### src/sv/per_group_poll_backoff_table_assert.svh
// ----------------------------------------------------------------------------
// Assertion macros for the per-group poll backoff table
// Property wrappers clocked on clk and disabled during rst.
// ----------------------------------------------------------------------------
`ifndef PER_GROUP_POLL_BACKOFF_TABLE_ASSERT_SVH
`define PER_GROUP_POLL_BACKOFF_TABLE_ASSERT_SVH

// same-cycle implication
`define PGPB_ASSERT_SAME(label, ante, cons, msg) \
  label: assert property (@(posedge clk) disable iff (rst) (ante) |-> (cons)) \
    else $error(msg);

// next-cycle implication
`define PGPB_ASSERT_NEXT(label, ante, cons, msg) \
  label: assert property (@(posedge clk) disable iff (rst) (ante) |=> (cons)) \
    else $error(msg);

`endif

### src/sv/pgpb_pkg.sv
// ----------------------------------------------------------------------------
// pgpb_pkg
// Shared types and constants of the per-group poll backoff table.
// ----------------------------------------------------------------------------
package pgpb_pkg;

  localparam logic [2:0] OP_QUERY  = 3'd0;
  localparam logic [2:0] OP_REPORT = 3'd1;
  localparam logic [2:0] OP_RESET  = 3'd2;
  localparam logic [2:0] OP_TICK   = 3'd3;
  localparam logic [2:0] OP_SWEEP  = 3'd4;

  localparam logic [2:0] CFG_BASE_INTERVAL = 3'd0;
  localparam logic [2:0] CFG_EMPTY_THRESH  = 3'd1;
  localparam logic [2:0] CFG_GROWTH_FACTOR = 3'd2;
  localparam logic [2:0] CFG_MAX_INTERVAL  = 3'd3;
  localparam logic [2:0] CFG_MAX_IDLE      = 3'd4;

  localparam logic [23:0] RST_BASE_INTERVAL = 24'd100;
  localparam logic [15:0] RST_EMPTY_THRESH  = 16'd3;
  localparam logic [15:0] RST_GROWTH_FACTOR = 16'd512;
  localparam logic [23:0] RST_MAX_INTERVAL  = 24'd2000;
  localparam logic [15:0] RST_MAX_IDLE      = 16'd300;

  localparam logic [15:0] COUNT_MAX = 16'hFFFF;
  localparam logic [6:0]  EVICT_MAX = 7'd127;

  typedef struct packed {
    logic [23:0] interval;
    logic [15:0] count;
    logic [31:0] touch;
  } entry_t;

  typedef struct packed {
    logic accept;
    logic calc;
    logic commit;
    logic grow_sel;
    logic sweep_issue;
    logic emit;
  } ctrl_cmd_t;

  typedef struct packed {
    logic point;
    logic sweep;
    logic grow;
    logic sweep_last;
    logic out_free;
  } dp_sts_t;

endpackage

### src/sv/pgpb_ctrl.sv
// ----------------------------------------------------------------------------
// pgpb_ctrl
// Sequencer for point read-modify-write, growth step, sweep walk and result.
// ----------------------------------------------------------------------------
module pgpb_ctrl (
  input  logic                clk,
  input  logic                rst,
  input  logic                in_valid,
  output logic                in_stall,
  input  pgpb_pkg::dp_sts_t   sts,
  output pgpb_pkg::ctrl_cmd_t cmd
);

  typedef enum logic [5:0] {
    S_IDLE  = 6'b000001,
    S_READ  = 6'b000010,
    S_GROW  = 6'b000100,
    S_SWEEP = 6'b001000,
    S_DRAIN = 6'b010000,
    S_EMIT  = 6'b100000
  } state_t;

  state_t state;
  state_t state_next;

  always_ff @(posedge clk) begin
    if (rst) begin
      state <= S_IDLE;
    end else begin
      state <= state_next;
    end
  end

  assign in_stall = (state != S_IDLE);

  always_comb begin
    cmd        = '0;
    state_next = state;
    case (state)
      S_IDLE: begin
        if (in_valid) begin
          cmd.accept = 1'b1;
          if (sts.point) begin
            state_next = S_READ;
          end else if (sts.sweep) begin
            state_next = S_SWEEP;
          end else begin
            state_next = S_EMIT;
          end
        end
      end
      S_READ: begin
        cmd.calc = 1'b1;
        if (sts.grow) begin
          state_next = S_GROW;
        end else if (sts.out_free) begin
          cmd.commit = 1'b1;
          state_next = S_IDLE;
        end
      end
      S_GROW: begin
        cmd.grow_sel = 1'b1;
        if (sts.out_free) begin
          cmd.commit = 1'b1;
          state_next = S_IDLE;
        end
      end
      S_SWEEP: begin
        cmd.sweep_issue = 1'b1;
        if (sts.sweep_last) begin
          state_next = S_DRAIN;
        end
      end
      S_DRAIN: begin
        state_next = S_EMIT;
      end
      S_EMIT: begin
        if (sts.out_free) begin
          cmd.emit   = 1'b1;
          state_next = S_IDLE;
        end
      end
      default: begin
        state_next = S_IDLE;
      end
    endcase
  end

endmodule

### config.mk
export PLATFORM = sky130hd
export DESIGN_NAME = pgpb_ctrl
export DESIGN_NICKNAME = d
export VERILOG_FILES = /design/src/sv/per_group_poll_backoff_table_assert.svh /design/src/sv/pgpb_pkg.sv /design/src/sv/pgpb_ctrl.sv
export SDC_FILE = /design/constraint.sdc
export NUM_CORES = 1
export LEC_CHECK = 0
export BUFFER_PORTS_ARGS = -buffer_cell sky130_fd_sc_hd__buf_2
export CORE_AREA = 2 2 39 41
export CTS_CLUSTER_DIAMETER = 50
export DETAILED_ROUTE_END_ITERATION = 7
export DIE_AREA = 0 0 41 43
export MAX_ROUTING_LAYER = met4
export SLEW_MARGIN = 0
export SYNTH_ARGS = -nofsm -noshare
export SYNTH_HDL_FRONTEND = slang
export SYNTH_SLANG_ARGS = --single-unit
### constraint.sdc
create_clock -name clk -period 1.6 [get_ports clk]
set_input_delay 0.08 -clock clk [delete_from_list [all_inputs] [get_ports clk]]
set_output_delay 0.08 -clock clk [all_outputs]
set_load 0.01 [all_outputs]
==> results.ini <==
[grt]
grt_pass1_vias=400
grt_usage=0.148
grt_max_degree=7
grt_pass1_wl_mm=1.70
grt-ovfl-total=0
antenna_found_initial=0

[logic_synthesis]
synth_simple_gate_area_share=0.456
ys_ff_latch=6
yosysSeqAreaShare=0.324
synth_area_leaders=dfxtp_1 32%, nor2_1 8.1%, nor3_1 6.8%
synthAdderAreaFrac=0
yosys_warnings=0
synthMuxAreaShare=0
yosysUniqueCellTypes=21
synthCells=46
synth_xor_area_frac=0
synth_top_area_frac=0.324
syn_area_um2=370
syn_nets=54
syn_area_per_cell_um2=8.05
synth_edf_count=0
synth_ff_type=dfxtp_1
synth_compound_gate_area_share=0.189
synth_top_family_by_area=simple AND/OR/NAND/NOR gates
yosys.area.top_type=dfxtp_1
async_reset_ff_frac=0

[clock_network]
cts-hold-fix-buffers=0
clkLatencyLatePin_ps=240
cts_root_buf=clkbuf_4
cts_tree=built
htree_levels=1
clkSinkCount=6
cts_buffers=3
clk_pin_slew_ps=50
clockBufferDepth=2

[worst_setup_path]
path_max_fanout=5
critPathKind=reg -> reg
crit_required_ps=1710
critical_path.top_delay_family=simple AND/OR/NAND/NOR gates
r2r_slack_ps=-40
cp_slowest_cell=or4_4
slowest_delay_ps=570
cp_num_buf_inv=0
critPathLaunchType=flop
path_cells=or4_4 > a21oi_4 > nor4_2 > or4_1
crit_path_end_kind=flop
worstPathArrival_ps=1750

[drt]
wl_per_cell_um=15.4
post-route-drc-count=0
route.met2.wl_um=654
vias=466
met3WireLength_um=105
first_pass_iters=4
wirelength_mm=1.29
routed.top_layer=met4
final_antenna_net_count=0
wl_met1_um=497
routed_via_density=5.55
drt_iter0_markers=18

[floorplanning]
die_area_um2=1760
die_width_um=41
rows=14
die_height_um=43
ios=15
coreArea_um2=1380
initial_core_util=0.268

[placement]
gp_congestion=0.792
dpl.hpwl_um=865
portBuffers=14
pre_cts_slack_ps=-9.60

[finish]
final_util=0.431
top_register=state
reg_top3=state: 6 flops
syn2layout_area_growth_pct=61.1
largest_register_ffs=6
n_antenna_cell=0
layout.nets=78
layout-drive-gt1-share=0.559
fillCellCount=147

[timing]
setup_viol=1
fmax_mhz=610
fin_ws_ps=-40.5
drv_slew=0
setup_tns_ps=-40.5
fin_crit_sh=1.03
finalHoldViolCount=0
maxSlewHeadroom=0.772
tightest_slew_ps=339
period_minus_slack_ps=1640
clock_skew_ps=6.63
rsz0062_at_grt=yes

[worst_hold_path]
hold_class=in -> reg

[status]
status=finished with violations
violations=setup timing

[power_and_ir_drop]
p_leak_uw=0.000248
total_power_uw=409
powerDensity_nw_per_um2=685
ir_worst_vdd_mv=0.338

[flow_run]
drv_cap=0

==> area by class of cell <==
| class | instances | area (µm²) | area share |
|---|---|---|---|
| Sequential cell | 6 | 125 | 0.210 |
| Tap cell | 16 | 20.0 | 0.0335 |
| Multi-Input combinational cell | 37 | 294 | 0.493 |
| Timing Repair Buffer | 19 | 124 | 0.208 |
| Clock buffer | 3 | 22.5 | 0.0377 |
| Inverter | 3 | 11.3 | 0.0189 |
==> repair_timing <==
item / 4_1_cts / 5_1_grt
hold endpoints to repair: 0 / 0
pin swaps: 1 / 1
setup endpoints to repair: 2 / 7
resized for setup: 7 / 12
setup buffers: 1 / 0
==> worst paths after layout <==
path | from | to | depth (start not counted)
max | state[4] | state[0] | 4
min | rst | state[4] | 2
max reg2reg | state[4] | state[0] | 4
min reg2reg | state[3] | state[0] | 3
==> placed cells by master, fill, tap and decap left out, drive strengths merged, types with 3 or more instances in the layout <==
cell / netlist / routed
buf: 0 / 19
clkbuf: 0 / 3
dfxtp: 6 / 6
inv: 3 / 3
nor2: 8 / 8
nor3: 5 / 5
or2b: 4 / 4
==> synth_stat cells, drive strengths merged, types with 2 or more instances <==
cell type and instances:
nor2 8, dfxtp 6, nor3 5, or2b 4
inv 3, a211oi 2, a21oi 2, a22oi 2
and4 2, nor4 2, o21ai 2, or4 2
==> per-layer routing <==
layer	up-vias	GRT usage
met5	-	-
li1	221	-
met2	25	0.219
met3	7	0.0314
met4	0	0.0933
met1	213	0.174
==> cell families (layout without fill, tap and decap cells) <==
| kind of cell | after synthesis | in the layout |
|---|---|---|
| AND/OR/NAND/NOR | 27 | 27 |
| flip-flops | 6 | 6 |
| buffers and inverters | 3 | 25 |
| AO/OA/AOI/OAI | 10 | 10 |
==> report_power, final <==
part / internal (µW) / switching [µW]
sequential: 156 / 8.77
clock: 84.6 / 50.6
combinational: 52.8 / 55.6
total: 294 / 115
==> metrics by stage <==
stage	std cells	area, µm²	hold slack [ps]
CTS	84	547	85.4
global route	84	597	101
floorplan	46	370	152
global placement	81	498	342
finish	84	597	99.3
detailed placement	81	498	344
Note: power is estimated with default switching activity, not from simulation.
